==> config.mk <==
export PLATFORM = sky130hd
export DESIGN_NAME = mono_last_note_priority_top
export DESIGN_NICKNAME = d
export VERILOG_FILES = /design/src/hdl/mlnp_pkg.sv /design/src/hdl/mlnp_ctrl.sv /design/src/hdl/mlnp_dp.sv /design/src/hdl/mono_last_note_priority_top.sv
export VERILOG_INCLUDE_DIRS = /design/src /design/src/hdl
export SDC_FILE = /design/constraint.sdc
export NUM_CORES = 1
export LEC_CHECK = 0
export BUFFER_PORTS_ARGS = -buffer_cell sky130_fd_sc_hd__buf_2
export CAP_MARGIN = 20
export CORE_MARGIN = 2
export CORE_UTILIZATION = 40
export CTS_BUF_LIST = sky130_fd_sc_hd__clkbuf_4
export DETAILED_ROUTE_END_ITERATION = 10
export PLACE_DENSITY = 0.64
export SETUP_SLACK_MARGIN = 0.4
export SKIP_LAST_GASP = 1
export SLEW_MARGIN = 10
export SYNTH_ARGS = -nofsm -noshare
export SYNTH_HDL_FRONTEND = slang
export SYNTH_SLANG_ARGS = --single-unit
==> constraint.sdc <==
create_clock -name clk -period 3.95 [get_ports clk]
set_input_delay 0.79 -clock clk [delete_from_list [all_inputs] [get_ports clk]]
set_output_delay 0.79 -clock clk [all_outputs]
set_load 0.01 [all_outputs]
==> src/hdl/assert_macros.svh <==
// Assertion macros shared by the block's RTL files.
`ifndef ASSERT_MACROS_SVH
`define ASSERT_MACROS_SVH

// Same-cycle implication, checked at every rising edge outside reset.
`define ASSERT_IMPL(label, ante, cons, msg) \
  label: assert property (@(posedge clk) disable iff (!rst_n) (ante) |-> (cons)) \
    else $error(msg);

// Next-cycle implication, checked at every rising edge outside reset.
`define ASSERT_NEXT(label, ante, cons, msg) \
  label: assert property (@(posedge clk) disable iff (!rst_n) (ante) |=> (cons)) \
    else $error(msg);

`endif

==> src/hdl/mlnp_pkg.sv <==
// Package: sizes, codes, command and status types of the note allocator.
`default_nettype none

package mlnp_pkg;

  localparam int HELD_DEPTH   = 16;
  localparam int IDX_W        = (HELD_DEPTH > 1) ? $clog2(HELD_DEPTH) : 1;
  localparam int CNT_W        = $clog2(HELD_DEPTH + 1);
  localparam int NOTE_W       = 7;
  localparam int REQ_W        = 2;
  localparam int ACT_W        = 2;
  localparam int HELD_COUNT_W = 5;
  localparam int OP_W         = 2;

  localparam logic [CNT_W-1:0] CNT_ONE   = CNT_W'(1);
  localparam logic [CNT_W-1:0] HELD_FULL = CNT_W'(HELD_DEPTH);
  localparam logic [IDX_W-1:0] IDX_ONE   = IDX_W'(1);

  // Request codes on the input channel.
  localparam logic [REQ_W-1:0] REQ_ON   = 2'd0;
  localparam logic [REQ_W-1:0] REQ_OFF  = 2'd1;
  localparam logic [REQ_W-1:0] REQ_STOP = 2'd2;

  // Action codes on the result channel.
  localparam logic [ACT_W-1:0] ACT_NONE  = 2'd0;
  localparam logic [ACT_W-1:0] ACT_START = 2'd1;
  localparam logic [ACT_W-1:0] ACT_STOP  = 2'd2;

  // Decoded operation of the latched item.
  localparam logic [OP_W-1:0] OP_ON   = 2'd0;
  localparam logic [OP_W-1:0] OP_OFF  = 2'd1;
  localparam logic [OP_W-1:0] OP_STOP = 2'd2;
  localparam logic [OP_W-1:0] OP_NONE = 2'd3;

  typedef struct packed {
    logic load;         // latch the input item
    logic scan_start;   // rewind the stack scan
    logic scan_run;     // advance the stack scan
    logic evict;        // scan drops the bottom entry instead of the matching note
    logic drop;         // shrink the count if the scan removed an entry
    logic push;         // push the note, start it and post the result
    logic off_commit;   // finish a note-off and post the result
    logic stop_commit;  // empty the stack and post the result
    logic none_commit;  // post a result with no action
  } cmd_t;

  typedef struct packed {
    logic [OP_W-1:0] op;
    logic            scan_done;
    logic            full;
  } sts_t;

  function automatic logic [HELD_COUNT_W-1:0] count_out(input logic [CNT_W-1:0] c);
    logic [CNT_W+HELD_COUNT_W-1:0] w;
    w = {{HELD_COUNT_W{1'b0}}, c};
    return w[HELD_COUNT_W-1:0];
  endfunction

endpackage

`default_nettype wire

==> src/hdl/mlnp_ctrl.sv <==
// Controller: sequences scan, evict, push and commit steps for each item.
`default_nettype none
`include "assert_macros.svh"

module mlnp_ctrl (
  input  wire logic          clk,
  input  wire logic          rst_n,
  input  wire logic          in_valid,
  output logic               in_ready,
  output logic               out_valid,
  input  wire logic          out_ready,
  output mlnp_pkg::cmd_t     cmd,
  input  wire mlnp_pkg::sts_t sts
);

  localparam logic [2:0] S_IDLE     = 3'd0;
  localparam logic [2:0] S_DISPATCH = 3'd1;
  localparam logic [2:0] S_SCAN     = 3'd2;
  localparam logic [2:0] S_FULL     = 3'd3;
  localparam logic [2:0] S_EVICT    = 3'd4;
  localparam logic [2:0] S_PUSH     = 3'd5;

  logic [2:0] state_r, state_nxt;
  logic       out_valid_r, out_valid_nxt;
  logic       slot_free;
  logic       commit;

  assign slot_free = !out_valid_r || out_ready;
  assign commit    = cmd.push || cmd.off_commit || cmd.stop_commit || cmd.none_commit;
  assign in_ready  = (state_r == S_IDLE);
  assign out_valid = out_valid_r;

  always_comb begin
    cmd       = '0;
    state_nxt = state_r;
    case (state_r)
      S_IDLE: begin
        if (in_valid) begin
          cmd.load  = 1'b1;
          state_nxt = S_DISPATCH;
        end
      end
      S_DISPATCH: begin
        case (sts.op)
          mlnp_pkg::OP_ON, mlnp_pkg::OP_OFF: begin
            cmd.scan_start = 1'b1;
            state_nxt      = S_SCAN;
          end
          mlnp_pkg::OP_STOP: begin
            if (slot_free) begin
              cmd.stop_commit = 1'b1;
              state_nxt       = S_IDLE;
            end
          end
          default: begin
            if (slot_free) begin
              cmd.none_commit = 1'b1;
              state_nxt       = S_IDLE;
            end
          end
        endcase
      end
      S_SCAN: begin
        cmd.scan_run = 1'b1;
        if (sts.scan_done) begin
          if (sts.op == mlnp_pkg::OP_OFF) begin
            if (slot_free) begin
              cmd.off_commit = 1'b1;
              state_nxt      = S_IDLE;
            end
          end else begin
            cmd.drop  = 1'b1;
            state_nxt = S_FULL;
          end
        end
      end
      S_FULL: begin
        if (sts.full) begin
          cmd.scan_start = 1'b1;
          state_nxt      = S_EVICT;
        end else begin
          state_nxt = S_PUSH;
        end
      end
      S_EVICT: begin
        cmd.scan_run = 1'b1;
        cmd.evict    = 1'b1;
        if (sts.scan_done) begin
          cmd.drop  = 1'b1;
          state_nxt = S_PUSH;
        end
      end
      S_PUSH: begin
        if (slot_free) begin
          cmd.push  = 1'b1;
          state_nxt = S_IDLE;
        end
      end
      default: begin
        state_nxt = S_IDLE;
      end
    endcase
  end

  always_comb begin
    out_valid_nxt = out_valid_r;
    if (commit) begin
      out_valid_nxt = 1'b1;
    end else if (out_ready) begin
      out_valid_nxt = 1'b0;
    end
  end

  always_ff @(posedge clk) begin
    if (!rst_n) begin
      state_r     <= S_IDLE;
      out_valid_r <= 1'b0;
    end else begin
      state_r     <= state_nxt;
      out_valid_r <= out_valid_nxt;
    end
  end

  `ASSERT_IMPL(a_commit_slot, commit, slot_free, "result posted over an untaken result")
  `ASSERT_IMPL(a_one_commit, 1'b1,
    $onehot0({cmd.push, cmd.off_commit, cmd.stop_commit, cmd.none_commit}),
    "more than one commit in a cycle")
  `ASSERT_NEXT(a_commit_valid, commit, out_valid_r, "posted result not presented")

endmodule

`default_nettype wire

==> src/hdl/mlnp_dp.sv <==
// Datapath: held-note stack memory, scan engine, voice state and result register.
`default_nettype none
`include "assert_macros.svh"

module mlnp_dp (
  input  wire logic                                clk,
  input  wire logic                                rst_n,
  input  wire mlnp_pkg::cmd_t                      cmd,
  output mlnp_pkg::sts_t                           sts,
  input  wire logic [mlnp_pkg::REQ_W-1:0]          in_req_type,
  input  wire logic [mlnp_pkg::NOTE_W-1:0]         in_note,
  input  wire logic [mlnp_pkg::NOTE_W-1:0]         in_velocity,
  output logic      [mlnp_pkg::ACT_W-1:0]          out_action,
  output logic      [mlnp_pkg::NOTE_W-1:0]         out_action_note,
  output logic                                     out_sounding,
  output logic      [mlnp_pkg::NOTE_W-1:0]         out_current_note,
  output logic      [mlnp_pkg::HELD_COUNT_W-1:0]   out_held_count
);

  // Held-note stack, oldest at index 0.
  logic [mlnp_pkg::NOTE_W-1:0] stack_mem [mlnp_pkg::HELD_DEPTH];

  logic [mlnp_pkg::REQ_W-1:0]  req_r;
  logic [mlnp_pkg::NOTE_W-1:0] note_r;
  logic                        vel_zero_r;

  logic [mlnp_pkg::CNT_W-1:0]  total_r, total_nxt;
  logic [mlnp_pkg::NOTE_W-1:0] active_r, active_nxt;
  logic                        flag_r, flag_nxt;

  logic [mlnp_pkg::CNT_W-1:0]  rd_idx_r;
  logic                        pend_r;
  logic [mlnp_pkg::IDX_W-1:0]  pend_idx_r;
  logic                        found_r;
  logic [mlnp_pkg::NOTE_W-1:0] top_r;
  logic [mlnp_pkg::NOTE_W-1:0] rdata_r;

  logic [mlnp_pkg::ACT_W-1:0]        action_r;
  logic [mlnp_pkg::NOTE_W-1:0]       action_note_r;
  logic                              sounding_r;
  logic [mlnp_pkg::NOTE_W-1:0]       current_note_r;
  logic [mlnp_pkg::HELD_COUNT_W-1:0] held_count_r;

  logic [mlnp_pkg::OP_W-1:0]   op;
  logic                        issue;
  logic                        hit;
  logic                        wr_en;
  logic [mlnp_pkg::IDX_W-1:0]  wr_addr;
  logic [mlnp_pkg::NOTE_W-1:0] wr_data;
  logic                        res_valid;
  logic [mlnp_pkg::ACT_W-1:0]  act;
  logic [mlnp_pkg::NOTE_W-1:0] act_note;

  always_comb begin
    case (req_r)
      mlnp_pkg::REQ_ON:   op = vel_zero_r ? mlnp_pkg::OP_OFF : mlnp_pkg::OP_ON;
      mlnp_pkg::REQ_OFF:  op = mlnp_pkg::OP_OFF;
      mlnp_pkg::REQ_STOP: op = mlnp_pkg::OP_STOP;
      default:            op = mlnp_pkg::OP_NONE;
    endcase
  end

  assign issue = (rd_idx_r < total_r);
  assign hit   = cmd.evict ? (pend_idx_r == '0) : (rdata_r == note_r);

  assign sts.op        = op;
  assign sts.scan_done = !issue && !pend_r;
  assign sts.full      = (total_r == mlnp_pkg::HELD_FULL);

  // Compaction write: entries past the removed one move down by one.
  always_comb begin
    wr_en   = 1'b0;
    wr_addr = pend_idx_r - mlnp_pkg::IDX_ONE;
    wr_data = rdata_r;
    if (cmd.push) begin
      wr_en   = 1'b1;
      wr_addr = total_r[mlnp_pkg::IDX_W-1:0];
      wr_data = note_r;
    end else if (cmd.scan_run && pend_r && found_r) begin
      wr_en = 1'b1;
    end
  end

  always_comb begin
    total_nxt  = total_r;
    active_nxt = active_r;
    flag_nxt   = flag_r;
    act        = mlnp_pkg::ACT_NONE;
    act_note   = '0;
    res_valid  = cmd.push || cmd.off_commit || cmd.stop_commit || cmd.none_commit;
    if (cmd.drop && found_r) begin
      total_nxt = total_r - mlnp_pkg::CNT_ONE;
    end
    if (cmd.push) begin
      total_nxt  = total_r + mlnp_pkg::CNT_ONE;
      active_nxt = note_r;
      flag_nxt   = 1'b1;
      act        = mlnp_pkg::ACT_START;
      act_note   = note_r;
    end
    if (cmd.off_commit && found_r) begin
      total_nxt = total_r - mlnp_pkg::CNT_ONE;
      if (flag_r && (active_r == note_r)) begin
        if (total_r == mlnp_pkg::CNT_ONE) begin
          flag_nxt = 1'b0;
          act      = mlnp_pkg::ACT_STOP;
          act_note = note_r;
        end else begin
          // Restart the newest remaining note.
          active_nxt = top_r;
          act        = mlnp_pkg::ACT_START;
          act_note   = top_r;
        end
      end
    end
    if (cmd.stop_commit) begin
      total_nxt = '0;
      flag_nxt  = 1'b0;
      if (flag_r) begin
        act      = mlnp_pkg::ACT_STOP;
        act_note = active_r;
      end
    end
  end

  always_ff @(posedge clk) begin
    if (wr_en) begin
      stack_mem[wr_addr] <= wr_data;
    end
    rdata_r <= stack_mem[rd_idx_r[mlnp_pkg::IDX_W-1:0]];
  end

  always_ff @(posedge clk) begin
    if (!rst_n) begin
      total_r  <= '0;
      active_r <= '0;
      flag_r   <= 1'b0;
      rd_idx_r <= '0;
      pend_r   <= 1'b0;
      found_r  <= 1'b0;
    end else begin
      total_r  <= total_nxt;
      active_r <= active_nxt;
      flag_r   <= flag_nxt;
      if (cmd.scan_start) begin
        rd_idx_r <= '0;
        pend_r   <= 1'b0;
        found_r  <= 1'b0;
      end else if (cmd.scan_run) begin
        pend_r <= issue;
        if (issue) begin
          rd_idx_r <= rd_idx_r + mlnp_pkg::CNT_ONE;
        end
        if (pend_r && !found_r && hit) begin
          found_r <= 1'b1;
        end
      end
    end
  end

  always_ff @(posedge clk) begin
    if (cmd.load) begin
      req_r      <= in_req_type;
      note_r     <= in_note;
      vel_zero_r <= (in_velocity == '0);
    end
    if (cmd.scan_run) begin
      pend_idx_r <= rd_idx_r[mlnp_pkg::IDX_W-1:0];
      // Track the newest entry that stays in the stack.
      if (pend_r && (found_r || !hit)) begin
        top_r <= rdata_r;
      end
    end
    if (res_valid) begin
      action_r       <= act;
      action_note_r  <= act_note;
      sounding_r     <= flag_nxt;
      current_note_r <= active_nxt;
      held_count_r   <= mlnp_pkg::count_out(total_nxt);
    end
  end

  assign out_action       = action_r;
  assign out_action_note  = action_note_r;
  assign out_sounding     = sounding_r;
  assign out_current_note = current_note_r;
  assign out_held_count   = held_count_r;

  `ASSERT_IMPL(a_sound_held, res_valid && flag_nxt, total_nxt != '0,
    "note sounding with empty stack")
  `ASSERT_IMPL(a_count_max, 1'b1, total_r <= mlnp_pkg::HELD_FULL, "held count beyond depth")
  `ASSERT_IMPL(a_shift_addr, cmd.scan_run && pend_r && found_r, pend_idx_r != '0,
    "compaction write below the bottom entry")
  `ASSERT_NEXT(a_stop_empty, cmd.stop_commit, total_r == '0 && !flag_r,
    "stop-all left notes held")

endmodule

`default_nettype wire

==> src/hdl/mono_last_note_priority_top.sv <==
// Top level: monophonic last-note-priority voice allocator.
//
// Usage:
//   Input channel (in_valid/in_ready) carries one MIDI event per item:
//   in_req_type (0 note on, 1 note off, 2 stop all), in_note, in_velocity.
//   A note-on with zero velocity is handled as a note-off.
//   Result channel (out_valid/out_ready) returns exactly one item per event:
//   the action (none, start, stop), its note, and the voice state after the
//   event (sounding flag, current note, number of held notes).
//   Timing: one item is processed at a time. Stop-all and unknown requests post
//   their result straight from dispatch; a note-off scans the held stack
//   and then posts; a note-on scans the stack, rescans it to evict the oldest
//   note when the stack is full, then pushes the note and posts. The
//   scan reads one entry per cycle while compaction writes on a second port.
//   A new event is accepted only after the previous result is posted.
//   Reset: the stack is emptied and no note sounds; stack contents are not
//   cleared, since only entries below the held count are ever read.
//   Stall: the result register holds an untaken item; a new event is still
//   accepted and processed, and its result waits until the slot frees.
`default_nettype none

module mono_last_note_priority_top (
  input  wire logic                                clk,
  input  wire logic                                rst_n,
  input  wire logic                                in_valid,
  output logic                                     in_ready,
  input  wire logic [mlnp_pkg::REQ_W-1:0]          in_req_type,
  input  wire logic [mlnp_pkg::NOTE_W-1:0]         in_note,
  input  wire logic [mlnp_pkg::NOTE_W-1:0]         in_velocity,
  output logic                                     out_valid,
  input  wire logic                                out_ready,
  output logic      [mlnp_pkg::ACT_W-1:0]          out_action,
  output logic      [mlnp_pkg::NOTE_W-1:0]         out_action_note,
  output logic                                     out_sounding,
  output logic      [mlnp_pkg::NOTE_W-1:0]         out_current_note,
  output logic      [mlnp_pkg::HELD_COUNT_W-1:0]   out_held_count
);

  // Command and status between sequencer and datapath.
  mlnp_pkg::cmd_t cmd;
  mlnp_pkg::sts_t sts;

  // Sequence each event: latch, scan, evict, push, post the result.
  mlnp_ctrl u_ctrl (
    .clk       (clk),
    .rst_n     (rst_n),
    .in_valid  (in_valid),
    .in_ready  (in_ready),
    .out_valid (out_valid),
    .out_ready (out_ready),
    .cmd       (cmd),
    .sts       (sts)
  );

  // Hold the stack, the voice state and the result register.
  mlnp_dp u_dp (
    .clk              (clk),
    .rst_n            (rst_n),
    .cmd              (cmd),
    .sts              (sts),
    .in_req_type      (in_req_type),
    .in_note          (in_note),
    .in_velocity      (in_velocity),
    .out_action       (out_action),
    .out_action_note  (out_action_note),
    .out_sounding     (out_sounding),
    .out_current_note (out_current_note),
    .out_held_count   (out_held_count)
  );

endmodule

`default_nettype wire
==> impl.org, run 1 <==
** Floorplanning
- Chip height :: 148 µm
- Die footprint :: 21800 µm²
- The total area inside the core boundary comes to 20200 µm².
- Total number of placement rows :: 52
- Effective utilization at floorplan :: 40.7%
- Count of pins on the block boundary :: 44
- Die X-Extent :: 148 µm

** Layout
- 0 antenna diodes ended up in the layout.
- Final Core Density :: 44.4%
- The post-route netlist has 23.1% of its cells at a drive strength greater than 1.
- Leaving out fill and tap cells, the most frequent cell in the layout is edfxtp_1.
- In the layout the commonest cells are edfxtp_1 (155), nand2_1 (54), buf_2 (43).
- Layout overhead on the synthesized area :: 8.99%
- Layout Nets :: 632
- Finished layout cell area :: 8980 µm²
- Count of non-filler cells in the finished layout :: 885

** Critical path
- Worst reg2reg setup slack :: 1.06 ns
- Largest fanout on the critical path :: 21
- Endpoint of the most critical register-to-register path :: u_dp.stack_mem[4][3]$_DFFE_PP_
- For the worst setup path, the data arrival time is 3.14 ns.
- Worst Reg2Reg Path Length in Cells :: 4
- Kind of launch point of the worst setup path :: flop
- Worst setup EP type :: flop
- Critical register-to-register path startpoint :: u_ctrl.state_r[2]$_SDFFE_PN0P_
- The worst setup path is of the flop to flop kind.
- At the worst endpoint, the required time is 4.20 ns.

** Route
- Routed wirelength normalized by instance count :: 20.0 µm
- Wirelength, routed :: 17700 µm
- DRC violation count after routing :: 0
- Post-DRT Antenna Nets :: 0
- Detailed-route vias per instance :: 5.56
- Vias :: 4918
- DRT Pass-1 Iters :: 5
- For this block, the initial DRC count from the detailed router was 601.

** Logic synthesis
- After synthesis, the share of flip-flops with an asynchronous set or reset is 0%.
- Netlist Area Pre-Place :: 8240 µm²
- Portion of synthesized cell area occupied by the leading cell type :: 56.5%
- After synthesis the netlist holds a flip-flop and latch count of 186.
- Post-synth EDFFs :: 155
- For this run, the leading register cell type out of synthesis is edfxtp_1.
- Synth top area cells :: edfxtp_1 (56%), mux4_2 (9.6%), dfxtp_1 (7.5%)
- Each instance of the synthesized netlist takes up on average 14.6 µm².
- Synthesis produced 565 cells.
- Synth area leader :: edfxtp_1
- Synthesis instantiated 58 different standard cells from the library.
- Net count of the mapped netlist :: 595
- Seq/Total Area, Yosys :: 64.0%
- Warnings, synthesis :: 0

** STA
- Final setup slack of the worst path :: 1.06 ns
- Of the available clock period, the critical path in the final layout requires 73.2%.
- Final Slew Violations :: 0
- Clock skew on the completed layout was measured at 0.0269 ns.
- Setup total negative slack on the finished layout was measured at 0 ns.
- Count of final hold-check violations :: 0
- Final hold analysis gives a worst-case slack of 0.374 ns.
- At the pin with the least slew margin, the transition time is 1.03 ns.
- Timing would allow up to 346 MHz.
- Unrepaired setup endpoints after global routing :: false
- Measured against its own limit, the worst slew margin works out to 31.0%.
- Setup violations remaining at the end of the flow were counted as 0.
- Shortest clock period the worst path allows after layout :: 2.89 ns

** Clock network
- For this design, the sink count on the clock tree is 186.
- CTS-repair resized insts :: 0
- Bufs on Longest Clock Path :: 2
- At the later pin of the worst-skew pair, clock insertion delay measures 0.59 ns.
- The H-tree was split into 4 levels.
- Count of hold-fix buffers inserted at cts :: 0
- CTS tree :: built
- The number of setup buffers added after CTS is 0.
- Total clock buffers created by CTS :: 17
- Clk Tree Root Cell :: clkbuf_4
- After clock tree synthesis, the clock-pin slew on the worst setup and hold paths is 0.15 ns.

** Global route
- Across every metal layer, demand over resource in global routing totals 17.2%.
- The total overflow left after global routing is 0.
- The first global-routing pass estimated 28200 µm of wire.
- Antenna violations before repair :: 0
- Entering global routing, the biggest net connects 34 pins.
- The via count of the first global-routing pass came to 5030.

** Pwr
- Reported leakage power :: 2.98 nW
- Dividing total power by cell area gives a power density of 371 nW/µm².
- Total power :: 3.33 mW
- VDD IR-drop max :: 0.000240 V

** Worst hold path
- Hold-critical path endpoint :: u_dp.note_r[2]$_DFFE_PP_
- Count of cells along the worst hold path :: 1
- Hold Path Origin :: in_note[2]
- The tightest min-delay check is of the input pin to flop type.

** Placed design
- Placed Instances :: 853
- Summed over all nets, the half-perimeter wirelength after detailed placement is 12400 µm.
- During placement, the flow inserted port buffers numbering 43.
- Placement Setup Slack :: 1.02 ns
- Routability-driven placement finished with a final weighted congestion of 0.847.
- Placed cell area :: 8710 µm²

** Flow run
- Number of max-cap violations :: 0

** Status
- Result of the run :: complete, no violations
==> logic make-up (layout without fill, tap and decap cells) <==
group / Yosys count / after routing / share of synthesized area, %
buf+inv: 47 / 97 / 2.49
xor+xnor: 23 / 23 / 2.44
compound gates: 76 / 76 / 6.53
simple gates: 167 / 167 / 10.9
flops: 186 / 186 / 64.0
mux: 56 / 56 / 12.1
fa+ha+maj: 10 / 10 / 1.52
==> cell usage after synthesis, types with 2 or more instances <==
master	instances
a211oi_1	3
a21oi_1	15
a22oi_1	2
a31oi_1	5
a32oi_1	6
and2_1	6
and3_1	2
and4_1	2
buf_1	3
buf_2	11
buf_4	2
clkbuf_1	17
dfxtp_1	31
edfxtp_1	155
ha_1	10
inv_1	12
mux2i_1	21
mux4_2	35
nand2_1	54
nand2b_1	4
nand3_1	10
nand4_1	6
nor2_1	38
nor2b_1	5
nor3_1	5
nor3_2	8
nor3b_1	2
nor4_1	9
nor4_2	7
o211a_1	3
o21a_1	3
o21ai_0	8
o22a_1	5
o22ai_1	7
o31a_1	8
or3_1	2
xnor2_1	18
xor2_1	5
==> sequential cells by signal (all words and copies together) (netlist names) <==
signal and cells:
u_dp.stack_mem 112, u_dp.active_r 7, u_dp.note_r 7, u_dp.out_action_note 7
u_dp.out_current_note 7, u_dp.rdata_r 7, u_dp.top_r 7, u_dp.out_held_count 5
u_dp.rd_idx_r 5, u_dp.total_r 5, u_dp.pend_idx_r 4, u_ctrl.state_r 3
u_dp.out_action 2, u_dp.req_r 2, u_ctrl.out_valid 1, u_dp.flag_r 1
u_dp.found_r 1, u_dp.out_sounding 1, u_dp.pend_r 1, u_dp.vel_zero_r 1
==> worst max-delay path by stage <==
stage,start,endpoint,slack (ns)
finish,u_ctrl.state_r[2]$_SDFFE_PN0P_,u_dp.stack_mem[4][3]$_DFFE_PP_,1.06
CTS,u_ctrl.state_r[2]$_SDFFE_PN0P_,u_dp.stack_mem[12][0]$_DFFE_PP_,1.06
global route,u_ctrl.state_r[2]$_SDFFE_PN0P_,u_dp.stack_mem[12][1]$_DFFE_PP_,0.73
floorplan,u_dp.total_r[2]$_SDFF_PN0_,u_dp.out_action[0]$_DFFE_PP_,0.93
detailed placement,out_ready,u_dp.stack_mem[12][0]$_DFFE_PP_,1.02
global placement,out_ready,u_dp.stack_mem[6][4]$_DFFE_PP_,1.07
==> final cells by class <==
cell class	count	area, µm²
Sequential cell	186	5280
Timing Repair Buffer	52	283
Tap cell	270	338
Clock inverter	15	138
Clock buffer	17	128
Fill cell	1803	11300
Inverter	13	48.8
Multi-Input combinational cell	332	2770
==> worst max-delay path: stages (launching register included) <==
cell and delay, ns:
dfxtp_1 0.86, inv_1 0.22, nor3_2 0.54, a32oi_1 0.31, nor2_1 0.62
==> metal layers <==
| metal | routed length, µm | global-route usage [%] | vias to the layer above |
|---|---|---|---|
| met2 | 8470 | 27.5 | 182 |
| met5 | 0 | 0 | - |
| met1 | 7840 | 22.8 | 2446 |
| li1 | - | - | 2260 |
| met4 | 433 | 7.55 | 0 |
| met3 | 961 | 3.49 | 30 |
==> power by group <==
group,internal (mW),switching (mW)
clock network,0.273,0.694
registers,2.14,0.0393
logic,0.0681,0.114
Note: power is estimated with default switching activity, not from simulation.
==> inputs of run 2 (changes only) <==
- PLACE_DENSITY: 0.64 -> 0.66
- clock period: 3.95 -> 2.3 ns (I/O delays scaled with it)
==> run 2 against run 1 <==
  * Sequential share of layout area down 9.8 points
  * Clock power up 91%
  * Cell area up 21%
  * Via count up 10%
  * Routed wire length up 15%
  * Cell count up 10%
  * Worst hold slack worse by 0.34 ns
  * Sequential cell count unchanged
  * Highest routed layer unchanged
  * Count of clock-buffer cells in the layout unchanged
  * Maximum frequency up 36%
  * Critical endpoint is now u_dp.out_action_note[1]$_DFFE_PP_
  * Power up 86%
==> impl.org, run 2 (same netlist as run 1, synthesis figures left out) <==
** Placed design
- In this run the cell area measured after placement is 9310 µm².
- The congestion estimate from routability-driven global placement came to 0.885.
- Buffers placed on the I/O ports in this run total 43.
- Detailed placement ended at an HPWL of 12800 µm.

** Layout
- Multi-input gate area in the final layout :: 3600 µm²
- The library cells used most frequently in the layout, excluding fill and tap cells, are edfxtp_1 (155), buf_4 (55), buf_2 (43).
- The area growth from synthesis to layout is 31.5%.
- Largest Register :: u_dp.stack_mem
- Finished layout cell area :: 10800 µm²
- The register with the most flip-flops in the layout has 112 of them.
- Register Area :: 5310 µm²
- At the end of the flow, the number of nets in the layout was 720.
- The filler cells instantiated in the layout total 1592.
- Most common library cell in the layout ignoring fill and taps :: edfxtp_1
- Layout cell share with drive strength beyond 1 :: 47.8%

** Critical path
- Kind of launch point of the worst setup path :: flop
- Category of the critical setup timing path :: flop to flop
- CP peak stage delay :: 0.67 ns
- Data on the critical path is required at its endpoint by 2.76 ns.
- CP max-delay cell :: or4_4
- Crit path cell chain :: xnor2_1, nand2_1, or4_4, nor4_2, o22a_1
- The critical path contains buffers and inverters numbering 0 combined.
- Data arrival, critical path :: 2.59 ns
- Worst setup EP type :: flop
- Broken down by cell family, the worst path's largest delay share belongs to simple AND/OR/NAND/NOR gates.
- Largest fanout on the critical path :: 10

** Global route
- Global routing used 18.5% of the available tracks across all layers.
- Antenna violations before repair :: 1
- The via count of the first global-routing pass came to 5553.
- Remaining global-route overflow :: 0
- Maximum number of pins on one net before global-route repair :: 33
- Global-route wire length before repair :: 30700 µm

** Floorplanning
- The die covers 21800 µm².
- Core ar. :: 20200 µm²
- Chip height :: 148 µm
- Die X-Extent :: 148 µm
- Effective utilization at floorplan :: 40.7%
- The floorplan has 52 rows.
- Count of pins on the block boundary :: 44

** Route
- After detailed routing, the number of remaining DRC violations is 0.
- Routed wirelength normalized by instance count :: 21.0 µm
- In this run, the number of DRC markers left after iteration 0 of detailed routing was 439.
- The first TritonRoute pass finished after 5 iterations.
- In this run the remaining antenna-violating nets after routing total 0.
- Wirelength, routed :: 20400 µm
- Dividing the detail-routed via count by the number of cells gives 5.58.
- The final route contains 5433 vias.

** Pwr
- Registers are responsible for 59.9% of the overall power.
- Part of the power in combinational logic :: 10.3%
- Of the total power, the share spent switching nets is 27.4%.
- Share of total power in the clock network :: 29.8%
- In this run the static leakage power is 3.60 nW.
- VDD IR-drop max :: 0.000518 V
- Switching power :: 1.70 mW
- Internal power of the cells :: 4.51 mW
- Total power :: 6.21 mW
- For this design the ratio of total power to cell area is 574 nW/µm².

** STA
- Clk_skew :: 0.0335 ns
- Count of final hold-check violations :: 0
- At the pin with the least slew margin, the transition time is 0.472 ns.
- The worst pin sits at a relative slew slack of 68.5%.
- The worst path in the final design needs a cycle of 2.13 ns, including I/O delays and setup.
- Ratio of final minimum period to clock period :: 92.6%
- In the final timing run, aggregate negative setup slack is 0 ns.
- Final count of negative-setup-slack endpoints :: 0
- Setup repair after global routing could not meet its margin everywhere.
- Timing would allow up to 470 MHz.
- Final Slew Violations :: 0

** Worst hold path
- The worst hold path belongs to the class input pin to flop.

** Clock network
- The clock drives 186 sinks.
- Total clock buffers created by CTS :: 17
- Worst-Skew Late Latency :: 0.60 ns
- Clk pin slew, worst setup/hold paths :: 0.17 ns
- Bufs on Longest Clock Path :: 2
- The H-tree was split into 4 levels.
- CTS tree :: built
- Clk Tree Root Cell :: clkbuf_4

** Status
- The run finished with clean final reports.

** Flow run
- The tool flagged a number of max-cap violations equal to 0.
## run 2: cell count changes in the layout (fill, tap and decap cells not counted), moves of 7 or more
| cell | before | now |
|---|---|---|
| nor2_1 | 38 | 19 |
| inv_1 | 12 | 5 |
| nand2_4 | 0 | 7 |
| nand2_1 | 54 | 42 |
| nor4_4 | 0 | 8 |
| dfxtp_1 | 30 | 18 |
| nor2_4 | 0 | 18 |
| buf_4 | 9 | 55 |
| buf_12 | 0 | 8 |
| buf_6 | 0 | 22 |
| ha_1 | 10 | 3 |
## run 2: worst paths after layout
check	slack, ns	startpoint	end	cells after the start
max	0.17	u_dp.note_r[0]$_DFFE_PP_	u_dp.out_action_note[1]$_DFFE_PP_	5
min	0.04	in_note[0]	u_dp.note_r[0]$_DFFE_PP_	1
max reg2reg	0.17	u_dp.note_r[0]$_DFFE_PP_	u_dp.out_action_note[1]$_DFFE_PP_	5
min reg2reg	0.50	u_dp.rdata_r[2]$_DFF_P_	u_dp.top_r[2]$_DFFE_PP_	0
## run 2: metal layers
metal	up-vias	global-route usage (%)	part of all wire, %
met5	-	0	0
met4	0	6.63	2.4
met3	46	3.86	5.2
met2	203	31.5	51
met1	2730	23.6	41
li1	2454	-	-
## run 2: worst register-to-register path: cells and delay by family (launching register included)
kind	cells	cell delay (ns)
flip-flops	1	0.48
AND/OR/NAND/NOR	3	1.10
AO/OA/AOI/OAI	1	0.20
XOR/XNOR	1	0.22
## run 2: through the flow
| stage | util, % | setup WS [ns] | cells | hold slack, ns |
|---|---|---|---|---|
| 4_1_cts | 50.9 | 0.240 | 957 | 0.00154 |
| 2_1_floorplan | - | 0.278 | 565 | 0.435 |
| 5_1_grt | 53.5 | 0.120 | 974 | 0.00353 |
| 3_3_place_gp | 46.0 | 0.130 | 894 | 0.460 |
| 3_5_place_dp | 46.0 | 0.0673 | 894 | 0.465 |
| 6_report | 53.5 | 0.171 | 974 | 0.0375 |
## run 2: layout make-up
cell class	instances	area share (%)
Tap cell	270	3.12
Multi-Input combinational cell	335	33.3
Sequential cell	186	49.0
Timing Repair Buffer	137	11.1
Antenna cell	1	0.0231
Inverter	13	0.566
Clock inverter	15	1.71
Clock buffer	17	1.18
## run 2: what timing repair did
item	4_1_cts	5_1_grt
gates cloned	5	2
gates resized for setup	74	71
setup endpoints to repair	297	229
setup buffers	26	10
hold buffers	0	4
pin swaps	38	48
endpoints found under the hold margin	0	4
## run 2: power groups by stage
stage | registers, mW | clock network (mW) | logic [mW]
2_1_floorplan | 3.80 | 0 | 0.254
3_3_place_gp | 3.80 | 0 | 0.412
3_5_place_dp | 3.80 | 0 | 0.422
4_1_cts | 3.72 | 1.90 | 0.542
5_1_grt | 3.73 | 2.03 | 0.680
6_report | 3.72 | 1.85 | 0.643
